File: src/rtl/core/sorted_ring_priority_queue_assert.svh
// Assertion macros for the sorted ring priority queue.
// Expects clk and rst in the scope of each use.
`ifndef SORTED_RING_PRIORITY_QUEUE_ASSERT_SVH
`define SORTED_RING_PRIORITY_QUEUE_ASSERT_SVH
`ifndef SYNTHESIS
`define SRPQ_ASSERT_SAME(lbl, pre, post) \
  lbl: assert property (@(posedge clk) disable iff (rst) (pre) |-> (post)) \
    else $error("srpq same-cycle check failed");
`define SRPQ_ASSERT_NEXT(lbl, pre, post) \
  lbl: assert property (@(posedge clk) disable iff (rst) (pre) |=> (post)) \
    else $error("srpq next-cycle check failed");
`else
`define SRPQ_ASSERT_SAME(lbl, pre, post)
`define SRPQ_ASSERT_NEXT(lbl, pre, post)
`endif
`endif

File: src/rtl/core/srpq_pkg.sv
// Shared types and codes for the sorted ring priority queue.
// No dependencies.
package srpq_pkg;

  localparam int KEY_W   = 16;
  localparam int PAY_W   = 48;
  localparam int ENTRY_W = KEY_W + PAY_W;

  localparam logic [1:0] OP_INSERT = 2'd0;
  localparam logic [1:0] OP_POP    = 2'd1;
  localparam logic [1:0] OP_READ   = 2'd2;

  localparam logic [1:0] ST_DONE  = 2'd0;
  localparam logic [1:0] ST_FULL  = 2'd1;
  localparam logic [1:0] ST_NONE  = 2'd2;
  localparam logic [1:0] ST_RANGE = 2'd3;

  typedef struct packed {
    logic [1:0]              opcode;
    logic signed [KEY_W-1:0] new_key;
    logic [PAY_W-1:0]        new_payload;
    logic [3:0]              rank;
  } cmd_t;

  typedef struct packed {
    logic [1:0]              status;
    logic signed [KEY_W-1:0] out_key;
    logic [PAY_W-1:0]        out_payload;
    logic [3:0]              occupancy;
  } res_t;

endpackage

File: src/rtl/core/srpq_if.sv
// Valid/ready channel interfaces for commands and results.
// Depends on srpq_pkg.
interface srpq_cmd_if;
  import srpq_pkg::*;
  logic                    valid;
  logic                    ready;
  logic [1:0]              opcode;
  logic signed [KEY_W-1:0] new_key;
  logic [PAY_W-1:0]        new_payload;
  logic [3:0]              rank;
  modport source (output valid, opcode, new_key, new_payload, rank, input ready);
  modport sink (input valid, opcode, new_key, new_payload, rank, output ready);
endinterface

interface srpq_rsp_if;
  import srpq_pkg::*;
  logic                    valid;
  logic                    ready;
  logic [1:0]              status;
  logic signed [KEY_W-1:0] out_key;
  logic [PAY_W-1:0]        out_payload;
  logic [3:0]              occupancy;
  modport source (output valid, status, out_key, out_payload, occupancy, input ready);
  modport sink (input valid, status, out_key, out_payload, occupancy, output ready);
endinterface

File: src/rtl/core/srpq_store.sv
// Entry memory: one write port, one read port with registered read data.
// Depends on srpq_pkg for the entry width.
module srpq_store #(
  parameter int DEPTH = 16,
  parameter int AW    = 4
) (
  input  logic                        clk,
  input  logic                        we,
  input  logic [AW-1:0]               waddr,
  input  logic [srpq_pkg::ENTRY_W-1:0] wdata,
  input  logic [AW-1:0]               raddr,
  output logic [srpq_pkg::ENTRY_W-1:0] rdata
);
  import srpq_pkg::*;

  logic [ENTRY_W-1:0] mem [DEPTH];

  always_ff @(posedge clk) begin
    if (we) begin
      mem[waddr] <= wdata;
    end
  end

  always_ff @(posedge clk) begin
    rdata <= mem[raddr];
  end

endmodule

File: src/rtl/core/srpq_ctrl.sv
// Sequencer: ring indices, insert walk, pop and read over the entry memory.
// Depends on srpq_pkg; drives srpq_store.
module srpq_ctrl #(
  parameter int CAPACITY = 15,
  parameter int IW       = 4
) (
  input  logic                              clk,
  input  logic                              rst,
  input  logic                              cmd_valid,
  output logic                              cmd_ready,
  input  srpq_pkg::cmd_t                    cmd,
  input  logic signed [srpq_pkg::KEY_W-1:0] thr,
  output logic                              res_valid,
  input  logic                              res_ready,
  output srpq_pkg::res_t                    res,
  output logic                              mem_we,
  output logic [IW-1:0]                     mem_waddr,
  output logic [srpq_pkg::ENTRY_W-1:0]      mem_wdata,
  output logic [IW-1:0]                     mem_raddr,
  input  logic [srpq_pkg::ENTRY_W-1:0]      mem_rdata
);
  import srpq_pkg::*;

  localparam int SLOTS = CAPACITY + 1;
  localparam int SW    = (IW > 4 ? IW : 4) + 1;

  localparam logic [2:0] S_IDLE = 3'd0;
  localparam logic [2:0] S_WALK = 3'd1;
  localparam logic [2:0] S_POP  = 3'd2;
  localparam logic [2:0] S_RDX  = 3'd3;
  localparam logic [2:0] S_EMIT = 3'd4;

  function automatic logic [IW-1:0] dec_idx(input logic [IW-1:0] i);
    return (i == '0) ? IW'(SLOTS - 1) : i - 1'b1;
  endfunction

  function automatic logic [IW-1:0] inc_idx(input logic [IW-1:0] i);
    return (i == IW'(SLOTS - 1)) ? '0 : i + 1'b1;
  endfunction

  logic [2:0]              state;
  logic [IW-1:0]           head;
  logic [IW-1:0]           tail;
  logic [IW-1:0]           cur;
  logic [IW-1:0]           prv;
  logic signed [KEY_W-1:0] key;
  logic [PAY_W-1:0]        payload;
  logic [1:0]              res_status;
  logic [KEY_W-1:0]        res_key;
  logic [PAY_W-1:0]        res_pay;

  logic [IW:0]             cnt_sum;
  logic [IW-1:0]           cnt;
  logic [IW+3:0]           cnt_ext;
  logic [SW-1:0]           rank_sum;
  logic [SW-1:0]           rank_wrap;
  logic [IW-1:0]           rank_addr;
  logic                    rank_ok;
  logic signed [KEY_W-1:0] rd_key;
  logic                    walk_go;

  always_comb begin
    cnt_sum   = {1'b0, head} + (IW+1)'(SLOTS) - {1'b0, tail};
    cnt       = (head >= tail) ? head - tail : cnt_sum[IW-1:0];
    cnt_ext   = {4'b0, cnt};
    rank_sum  = SW'(tail) + SW'(cmd.rank);
    rank_wrap = (rank_sum >= SW'(SLOTS)) ? rank_sum - SW'(SLOTS) : rank_sum;
    rank_addr = rank_wrap[IW-1:0];
    rank_ok   = SW'(cmd.rank) < SW'(cnt);
    rd_key    = $signed(mem_rdata[ENTRY_W-1:PAY_W]);
    walk_go   = (cur != tail) && (key <= rd_key);
  end

  always_comb begin
    mem_we    = (state == S_WALK);
    mem_waddr = cur;
    mem_wdata = walk_go ? mem_rdata : {key, payload};
    case (state)
      S_IDLE: begin
        case (cmd.opcode)
          OP_INSERT: mem_raddr = dec_idx(head);
          OP_READ:   mem_raddr = rank_addr;
          default:   mem_raddr = tail;
        endcase
      end
      S_WALK:  mem_raddr = dec_idx(prv);
      default: mem_raddr = tail;
    endcase
  end

  assign cmd_ready = (state == S_IDLE);
  assign res_valid = (state == S_EMIT);
  assign res = '{status: res_status, out_key: res_key, out_payload: res_pay,
                 occupancy: cnt_ext[3:0]};

  always_ff @(posedge clk) begin
    if (rst) begin
      state <= S_IDLE;
      head  <= '0;
      tail  <= '0;
    end else begin
      case (state)
        S_IDLE: begin
          if (cmd_valid) begin
            key        <= cmd.new_key;
            payload    <= cmd.new_payload;
            res_status <= ST_DONE;
            res_key    <= '0;
            res_pay    <= '0;
            case (cmd.opcode)
              OP_INSERT: begin
                if (cnt == IW'(CAPACITY)) begin
                  res_status <= ST_FULL;
                  state      <= S_EMIT;
                end else begin
                  cur   <= head;
                  prv   <= dec_idx(head);
                  state <= S_WALK;
                end
              end
              OP_POP: begin
                if (cnt == '0) begin
                  res_status <= ST_NONE;
                  state      <= S_EMIT;
                end else begin
                  state <= S_POP;
                end
              end
              OP_READ: begin
                if (rank_ok) begin
                  state <= S_RDX;
                end else begin
                  res_status <= ST_RANGE;
                  state      <= S_EMIT;
                end
              end
              default: state <= S_EMIT;
            endcase
          end
        end
        S_WALK: begin
          if (walk_go) begin
            cur <= prv;
            prv <= dec_idx(prv);
          end else begin
            head  <= inc_idx(head);
            state <= S_EMIT;
          end
        end
        S_POP: begin
          if (rd_key < thr) begin
            res_key <= mem_rdata[ENTRY_W-1:PAY_W];
            res_pay <= mem_rdata[PAY_W-1:0];
            tail    <= inc_idx(tail);
          end else begin
            res_status <= ST_NONE;
          end
          state <= S_EMIT;
        end
        S_RDX: begin
          res_key <= mem_rdata[ENTRY_W-1:PAY_W];
          res_pay <= mem_rdata[PAY_W-1:0];
          state   <= S_EMIT;
        end
        S_EMIT: begin
          if (res_ready) begin
            state <= S_IDLE;
          end
        end
        default: state <= S_IDLE;
      endcase
    end
  end

endmodule

File: src/rtl/core/sorted_ring_priority_queue.sv
// Sorted ring priority queue: holds up to CAPACITY keyed entries in one ring memory of
// CAPACITY+1 slots, smallest key at the tail; an insert places the new entry tailward
// of equal keys. One word in gives one word out. The insert walk moves one entry per
// cycle through the single read and write port of the memory; a full queue rejects
// the insert. The result sits in an output register, so the next command is taken
// while it waits. The threshold register resets to 1.
// Depends on srpq_pkg, srpq_if, srpq_store, srpq_ctrl and the assertion header.
`include "sorted_ring_priority_queue_assert.svh"
module sorted_ring_priority_queue #(
  parameter int CAPACITY = 15
) (
  input  logic                              clk,
  input  logic                              rst,
  srpq_cmd_if.sink                          cmd,
  srpq_rsp_if.source                        rsp,
  input  logic                              cfg_we,
  input  logic signed [srpq_pkg::KEY_W-1:0] cfg_data
);
  import srpq_pkg::*;

  localparam int SLOTS = CAPACITY + 1;
  localparam int IW    = $clog2(SLOTS);

  logic signed [KEY_W-1:0] thr;
  cmd_t                    cmd_word;
  res_t                    res;
  logic                    res_valid;
  logic                    res_ready;
  logic                    mem_we;
  logic [IW-1:0]           mem_waddr;
  logic [ENTRY_W-1:0]      mem_wdata;
  logic [IW-1:0]           mem_raddr;
  logic [ENTRY_W-1:0]      mem_rdata;
  logic                    out_valid;
  res_t                    out_word;
  logic                    full_word;
  logic                    miss_word;
  logic                    zero_word;

  always_ff @(posedge clk) begin
    if (rst) begin
      thr <= 16'sd1;
    end else if (cfg_we) begin
      thr <= cfg_data;
    end
  end

  assign cmd_word = '{opcode: cmd.opcode, new_key: cmd.new_key,
                      new_payload: cmd.new_payload, rank: cmd.rank};

  srpq_ctrl #(
    .CAPACITY (CAPACITY),
    .IW       (IW)
  ) u_ctrl (
    .clk       (clk),
    .rst       (rst),
    .cmd_valid (cmd.valid),
    .cmd_ready (cmd.ready),
    .cmd       (cmd_word),
    .thr       (thr),
    .res_valid (res_valid),
    .res_ready (res_ready),
    .res       (res),
    .mem_we    (mem_we),
    .mem_waddr (mem_waddr),
    .mem_wdata (mem_wdata),
    .mem_raddr (mem_raddr),
    .mem_rdata (mem_rdata)
  );

  srpq_store #(
    .DEPTH (SLOTS),
    .AW    (IW)
  ) u_store (
    .clk   (clk),
    .we    (mem_we),
    .waddr (mem_waddr),
    .wdata (mem_wdata),
    .raddr (mem_raddr),
    .rdata (mem_rdata)
  );

  assign res_ready = !out_valid || rsp.ready;

  always_ff @(posedge clk) begin
    if (rst) begin
      out_valid <= 1'b0;
    end else if (res_ready) begin
      out_valid <= res_valid;
    end
  end

  always_ff @(posedge clk) begin
    if (res_valid && res_ready) begin
      out_word <= res;
    end
  end

  assign rsp.valid       = out_valid;
  assign rsp.status      = out_word.status;
  assign rsp.out_key     = out_word.out_key;
  assign rsp.out_payload = out_word.out_payload;
  assign rsp.occupancy   = out_word.occupancy;

  assign full_word = rsp.valid && rsp.status == ST_FULL;
  assign miss_word = rsp.valid && rsp.status != ST_DONE;
  assign zero_word = rsp.out_key == '0 && rsp.out_payload == '0;

  `SRPQ_ASSERT_NEXT(a_busy_after_accept, cmd.valid && cmd.ready, !cmd.ready)
  `SRPQ_ASSERT_SAME(a_full_occupancy, full_word, rsp.occupancy == 4'(CAPACITY))
  `SRPQ_ASSERT_SAME(a_zero_on_miss, miss_word, zero_word)

endmodule

File: src/flat_wrapper.sv
// flat-port wrapper written by rule: the top's interface ports become plain ports
module sorted_ring_priority_queue_flat import srpq_pkg::*;
#(
  parameter int CAPACITY = 15
)
  (clk, rst, cfg_we, cfg_data, cmd_valid, cmd_opcode, cmd_new_key, cmd_new_payload, cmd_rank, cmd_ready, rsp_valid, rsp_status, rsp_out_key, rsp_out_payload, rsp_occupancy, rsp_ready);
  srpq_cmd_if cmd_i ();
  srpq_rsp_if rsp_i ();
  input  logic clk;
  input  logic rst;
  input  logic cfg_we;
  input  logic signed [srpq_pkg::KEY_W-1:0] cfg_data;
  input wire logic [$bits(cmd_i.valid)-1:0] cmd_valid;
  input wire logic [$bits(cmd_i.opcode)-1:0] cmd_opcode;
  input wire logic [$bits(cmd_i.new_key)-1:0] cmd_new_key;
  input wire logic [$bits(cmd_i.new_payload)-1:0] cmd_new_payload;
  input wire logic [$bits(cmd_i.rank)-1:0] cmd_rank;
  output wire logic [$bits(cmd_i.ready)-1:0] cmd_ready;
  output wire logic [$bits(rsp_i.valid)-1:0] rsp_valid;
  output wire logic [$bits(rsp_i.status)-1:0] rsp_status;
  output wire logic [$bits(rsp_i.out_key)-1:0] rsp_out_key;
  output wire logic [$bits(rsp_i.out_payload)-1:0] rsp_out_payload;
  output wire logic [$bits(rsp_i.occupancy)-1:0] rsp_occupancy;
  input wire logic [$bits(rsp_i.ready)-1:0] rsp_ready;
  assign cmd_i.valid = cmd_valid;
  assign cmd_i.opcode = cmd_opcode;
  assign cmd_i.new_key = cmd_new_key;
  assign cmd_i.new_payload = cmd_new_payload;
  assign cmd_i.rank = cmd_rank;
  assign cmd_ready = cmd_i.ready;
  assign rsp_valid = rsp_i.valid;
  assign rsp_status = rsp_i.status;
  assign rsp_out_key = rsp_i.out_key;
  assign rsp_out_payload = rsp_i.out_payload;
  assign rsp_occupancy = rsp_i.occupancy;
  assign rsp_i.ready = rsp_ready;
  sorted_ring_priority_queue #(.CAPACITY(CAPACITY)) u_core (.clk(clk), .rst(rst), .cmd(cmd_i), .rsp(rsp_i), .cfg_we(cfg_we), .cfg_data(cfg_data));
endmodule
File: config.mk
export PLATFORM = sky130hd
export DESIGN_NAME = sorted_ring_priority_queue_flat
export DESIGN_NICKNAME = d
export VERILOG_FILES = /design/src/rtl/core/srpq_pkg.sv /design/src/rtl/core/srpq_if.sv /design/src/rtl/core/srpq_store.sv /design/src/rtl/core/srpq_ctrl.sv /design/src/rtl/core/sorted_ring_priority_queue.sv /design/src/flat_wrapper.sv
export VERILOG_INCLUDE_DIRS = /design/src /design/src/rtl/core
export SDC_FILE = /design/constraint.sdc
export NUM_CORES = 2
export LEC_CHECK = 0
export ABC_CLOCK_PERIOD_IN_PS = 8100
export BUFFER_PORTS_ARGS = -buffer_cell sky130_fd_sc_hd__buf_2
export CORE_MARGIN = 5
export CORE_UTILIZATION = 40
export DETAILED_ROUTE_END_ITERATION = 10
export PLACE_DENSITY = 0.59
export SLEW_MARGIN = 40
export SYNTH_ARGS = -nofsm -noshare
export SYNTH_HDL_FRONTEND = slang
export SYNTH_HIERARCHICAL = 1
export SYNTH_SLANG_ARGS = --single-unit
File: constraint.sdc
create_clock -name clk -period 8.1 [get_ports clk]
set_clock_uncertainty 0.1 [all_clocks]
set_input_delay 0.405 -clock clk [delete_from_list [all_inputs] [get_ports clk]]
set_output_delay 0.405 -clock clk [all_outputs]
set_load 0.05 [all_outputs]
* After elaboration in Yosys (flattened, before gate mapping) *
Memories as Yosys holds them, arrays and structs flattened. A register that Yosys moved wholly into a read port is not among the register bits.
Index checks and enable logic that the tools add are counted.

word-level totals
  memory bits (writable) = 1024
  memories kept = 1
  bits in registers = 236
  output and inout port bits = 72

operators by class
  add/sub/neg operators = 9
  reductions and logical operators = 20
  equal/unequal tests = 18
  bitwise gates (word level) = 2
  magnitude comparators = 5
  multiplexer cells = 42

memory list
  name                words  width  rd ports  clocked after memory_dff  write ports  line              source
  u_core.u_store.mem  16     64     1         1                         1            srpq_store.sv:16  logic [ENTRY_W-1:0] mem [DEPTH];

operators by type and width
  operator                                          number
  one-hot mux 48 bit (3 select lines)               1
  2-to-1 mux 48 bit                                 2
  2-to-1 mux 64 bit                                 1
  2-to-1 mux 4 bit                                  14
  one-hot mux 16 bit (3 select lines)               1
  2-to-1 mux 16 bit                                 2
  one-hot mux 4 bit (2 select lines)                4
  2-to-1 mux 3 bit                                  6
  <= comparator 16 bit                              1
  < comparator 16 bit                               1
  inequality test 2 bit, second input constant      7
  adder 4 x 1 -> 4 bit, second input constant       3
  == test 4 bit, second input constant              3
  logical NOT 4 bit                                 3
  one-hot mux 3 bit (4 select lines)                1
  subtractor 4 x 1 -> 4 bit, second input constant  3
  one-hot mux 3 bit (3 select lines)                1
  2-to-1 mux 2 bit                                  4
  AND reduction 4 bit                               2
  subtractor 4 bit                                  2
  == test 3 x 2 -> 1 bit, second input constant     2
  one-hot mux 2 bit (3 select lines)                1
  AND reduction 3 bit                               2
  AND reduction 6 bit                               1
  22 further kinds                                  28

* Depth between registers and ports, before layout *
  depth in word-level cells = 8
  mapped depth = 14
  depth with buffers taken out = 14

* Cells and area by module *
The synthesis kept the hierarchy.

modules (own cells, without submodules)
  module                      area each (um^2)  cells an instance  instances  sequential area each (um^2)
  srpq_store                  39581.7           1647               1          32030.7
  srpq_ctrl                   7572.3            609                1          4364.2
  sorted_ring_priority_queue  2726.4            127                1          2442.3

* Worst setup path before layout *
OpenSTA, ideal clock, no wires.

  path type = flip-flop to flip-flop
  start point = register u_core.u_ctrl.state[1]
  end point = memory u_core/u_store/mem[0][0] (netlist bit) (enable)
  data arrival time = 5.928 ns
  stages on the path, launching flop included = 7
  data required time = 7.435 ns
  library setup time = 0.565 ns
  clock period less this slack = 6.593 ns
  slack = 1.507 ns
  cell sequence = dfxtp_1 > nor2_1 > nand2_1 > inv_1 > buf_1 > or3b_2 > nor3_1

between the ends
  longest elaborated chain between the ends = 3

RTL lines
  what                                    line                              source
  from (decl)                             srpq_ctrl.sv:41                   logic [2:0] state;
  from (signal assigned)                  srpq_ctrl.sv:98                   state <= S_IDLE;
  from (signal assigned)                  srpq_ctrl.sv:114                  state <= S_EMIT;
  from (signal assigned)                  srpq_ctrl.sv:118                  state <= S_WALK;
  == test 3 x 1 -> 1 bit                  srpq_ctrl.sv:75                   mem_we = (state == S_WALK);
  net u_core.mem_we                       sorted_ring_priority_queue.sv:29  logic mem_we;
  2-to-1 mux 1 bit                        srpq_store.sv:19                  if (we) begin
  2-to-1 mux 1 bit (implied by the code)  srpq_store.sv:20                  mem[waddr] <= wdata;
  to (decl)                               srpq_store.sv:16

The timed path passes the listed nets, and every way through them passes these cells.

* Final worst setup path *
  start point = register u_core.u_ctrl.prv[0]
  end point = register u_core/u_store/rdata[61] (netlist bit), read port of u_core.u_store.mem

between the ends
  longest elaborated chain between the ends = 3
  elaborated cells on any way between the ends = 4
  classes of those cells = add/sub (1); mux (2); reduce/logical (1)

RTL lines
  what                                                            line                              source
  from (decl)                                                     srpq_ctrl.sv:45                   logic [IW-1:0] prv;
  from (signal assigned)                                          srpq_ctrl.sv:117                  prv <= dec_idx(head);
  from (signal assigned)                                          srpq_ctrl.sv:144                  prv <= dec_idx(prv);
  subtractor 4 x 1 -> 4 bit or logical NOT 4 bit (tied branches)  srpq_ctrl.sv:34                   return (i == '0) ? IW'(SLOTS - 1) : i - 1'b1;
  2-to-1 mux 4 bit *                                              srpq_ctrl.sv:34
  one-hot mux 4 bit (2 select lines) *                            srpq_ctrl.sv:78                   case (state)
  net u_core.mem_raddr[0]                                         sorted_ring_priority_queue.sv:32  logic [IW-1:0] mem_raddr;
  to (decl)                                                       srpq_store.sv:12                  output logic [srpq_pkg::ENTRY_W-1:0] rdata

Mark *: on every way through the listed nets, which the timed path passes. The rest lies on a longest branch.
A chain may end at the register's enable or synchronous reset.

==> summary.txt <==
Clock tree
  • Htree depth: 4
  • Clock Latency Late Sink: 0.73 ns
  • Post-CTS setup repair buffer count: 0
  • Cells resized by post-CTS repair: 0
  • Clk buf depth: 3
  • Root buf cell: clkbuf_16
  • Clock transition at path regs: 0.06 ns
  • Sink Count: 1324
  • CTS Buf Count: 142
  • CTS tree: yes
  • Cts hold-fix bufs: 83

Synth
  • Post-synth EDFFs: 1232
  • Register area share after synthesis: 77.9%
  • Synth Instances: 2383
  • Count of cell types in the netlist: 56
  • Syn Area/Cell: 20.9 um^2
  • Syn nets: 2521
  • Mapped Area: 49900 um^2
  • Yosys warning count: 6
  • Share of async-settable or async-resettable flops after synthesis: 0%
  • FF+latch count, synth: 1324
  • Synth Flop Type: edfxtp_1

Run
  • Max cap viols: 0

Placement
  • Pre-CTS worst setup slack: 3.91 ns
  • Placed Instances: 4126
  • Dpl hpwl: 61300 um
  • RePlAce Congestion: 0.752
  • Cell Area, Placed: 53000 um^2
  • IO buf count: 162

Floorplan
  • DIE AREA: 132000 um^2
  • Ports: 163
  • Core area: 124000 um^2
  • Initial Utilization: 40.3%
  • Row count: 129
  • Die W: 363 um
  • Chip Height: 363 um

Drt
  • ANT nets after route: 0
  • Vias: 24330
  • DRC violations left: 0
  • WL/cell: 26.0 um
  • Initial DRC Count: 1958
  • Drt first pass iters: 5
  • Final WL: 116000 um
  • Vias/cell: 5.44

Timing
  • Final worst slack: 3.82 ns
  • Slew @ Worst Pin: 0.865 ns
  • Final setup violation count: 0
  • Final Hold Fails: 0
  • Crit path time final: 4.28 ns
  • Setup TNS: 0 ns
  • Worst slew margin: 42.3%
  • Max frequency: 234 MHz
  • Crit share post-route: 52.8%
  • RSZ-0062 raised after global routing: false
  • Slew Viols, Final: 0

Cells and area
  • Layout Nets: 2857
  • Finished Cell Area: 58400 um^2
  • Fraction of layout instances using a drive strength above 1: 27.5%
  • Fin cells: 4471
  • Area Growth Syn to Fin: 17.2%

GRT
  • Initial antenna violation count: 3
  • Pin count of the biggest net entering global routing: 115
  • Vias in the first global route: 25393
  • Congestion Overflow GR: 0
  • First-pass GRT wire length: 170000 um
  • Total GRT Usage: 17.6%

Critical path
  • Crit path max fanout: 55
  • Critical path type: reg2reg
  • R2R Setup Slk: 3.82 ns
  • CP endpoint kind: register
  • Startpoint Class: register
  • Worst path arrival time: 4.77 ns
  • CP required: 8.59 ns

Power
  • Power Density: 295 nW/um^2
  • Final Power: 17200 uW
  • LEAKAGE: 0.0192 uW
  • Worst IR drop on VDD: 0.000142 V

Hold path
  • Worst Hold Class: in2reg

Outcome
  • Status: complete, no violations
==> final cells by class <==
type,count,area (um^2)
clock inverters,67,676
diodes,1,2.50
well taps,1637,2050
inverters,58,218
multi-input cells,888,10500
flip-flops and latches,1324,38800
clock buffers,191,3890
fillers,10139,65300
repair buffers,305,2310
==> final timing paths <==
path / start / end / cells after the start
hold / removal: rst / u_core/thr[15] / 2
hold reg to reg: u_core/u_ctrl/res_pay[24] / u_core/rsp.out_payload[24] / 0
setup reg to reg: u_core/u_ctrl/prv[0] / u_core/u_store/rdata[61] / 14
setup / recovery: u_core/u_ctrl/prv[0] / u_core/u_store/rdata[61] / 14
==> registers in the layout, summed over array words and instances, names as in the netlist, 16 cells and up <==
signal	count
u_core/u_store/mem	1024
u_core/u_store/rdata	64
u_core/rsp.out_payload	48
u_core/u_ctrl/payload	48
u_core/u_ctrl/res_pay	48
u_core/rsp.out_key	16
u_core/thr	16
u_core/u_ctrl/key	16
u_core/u_ctrl/res_key	16
==> layer usage <==
| layer | share of wire, % | track usage [%] | up-vias |
|---|---|---|---|
| li1 | - | - | 10445 |
| met1 | 42 | 24.1 | 12876 |
| met2 | 49 | 29.3 | 854 |
| met3 | 6.7 | 3.33 | 155 |
| met4 | 1.9 | 4.56 | 0 |
| met5 | 0 | 0 | - |
==> cell usage after synthesis, drive strengths merged, types with 2 or more instances <==
| master | count | area [um^2] |
|---|---|---|
| nand3b | 2 | 15.0 |
| a211oi | 7 | 57.6 |
| xnor2 | 3 | 26.3 |
| a31oi | 6 | 43.8 |
| nand3 | 10 | 55.1 |
| or4 | 4 | 33.8 |
| nor4 | 2 | 12.5 |
| mux2 | 50 | 563 |
| nand2b | 6 | 37.5 |
| mux4 | 256 | 5770 |
| edfxtp | 1232 | 37000 |
| o211ai | 4 | 30.0 |
| a22oi | 131 | 983 |
| inv | 58 | 218 |
| o21a | 2 | 15.0 |
| clkbuf | 51 | 191 |
| nor2 | 46 | 173 |
| and2 | 66 | 413 |
| buf | 62 | 423 |
| ha | 45 | 563 |
| a21oi | 24 | 120 |
| nand4 | 9 | 62.6 |
| o21ai | 24 | 120 |
| xor2 | 8 | 70.1 |
| nor3 | 7 | 35.0 |
| a311o | 2 | 20.0 |
| a21o | 12 | 90.1 |
| o31ai | 5 | 37.5 |
| or3 | 3 | 18.8 |
| nor2b | 9 | 56.3 |
| nand2 | 102 | 383 |
| a211o | 4 | 35.0 |
| o22ai | 3 | 18.8 |
| mux2i | 20 | 200 |
| and3 | 3 | 18.8 |
| dfxtp | 92 | 1840 |
| fa | 2 | 40.0 |
| or2 | 3 | 18.8 |
==> per-stage QoR <==
| stage | util (%) | hold WS [ns] |
|---|---|---|
| 4_1_cts | 47.1 | 0.0310 |
| 3_5_place_dp | 42.8 | 0.305 |
| 2_1_floorplan | - | 0.300 |
| 3_3_place_gp | 42.6 | 0.303 |
| 5_1_grt | 47.2 | 0.0798 |
| 6_report | 47.2 | 0.0925 |
==> report_power, final <==
group | switching [uW] | total [uW] | internal [uW] | leakage, uW
logic | 1550 | 2360 | 807 | 0.00499
registers | 158 | 8560 | 8410 | 0.0119
clock network | 2550 | 6300 | 3760 | 0.00223
total | 4260 | 17200 | 13000 | 0.0192
==> kinds of logic (layout without fill, tap and decap cells) <==
logic type      Yosys count  after routing  synth area share, %
flops                  1324           1324                 77.9
buf+inv                 171            621                 1.67
compound gates          230            230                 3.27
mux                     326            326                 13.1
simple gates            274            274                 2.71
xor+xnor                 11             11                0.193
fa+ha+maj                47             47                 1.21
other cells               0              1                    0
==> critical path, cell delays in order (launching register included) <==
cell      delay [ns]
edfxtp_1        0.45
inv_1           0.13
ha_1            0.18
nor2b_1         0.19
nand2b_1        0.09
a21oi_1         0.21
a21oi_1         0.11
o21ai_4         0.11
buf_12          0.32
buf_16          0.42
buf_12          0.41
buf_16          0.37
mux4_2          0.55
a22oi_1         0.24
nand2_1         0.11
==> cell usage in the layout (no fill, tap or decap), drive strengths merged, types with 50 or more instances in the layout <==
cell type / Yosys / final
edfxtp: 1232 / 1232
mux4: 256 / 256
buf: 62 / 221
clkbuf: 51 / 192
a22oi: 131 / 131
nand2: 102 / 102
dfxtp: 92 / 92
dlygate4sd3: 0 / 83
and2: 66 / 66
inv: 58 / 61
mux2: 50 / 50
No activity file was read; power rests on OpenSTA's default activity.
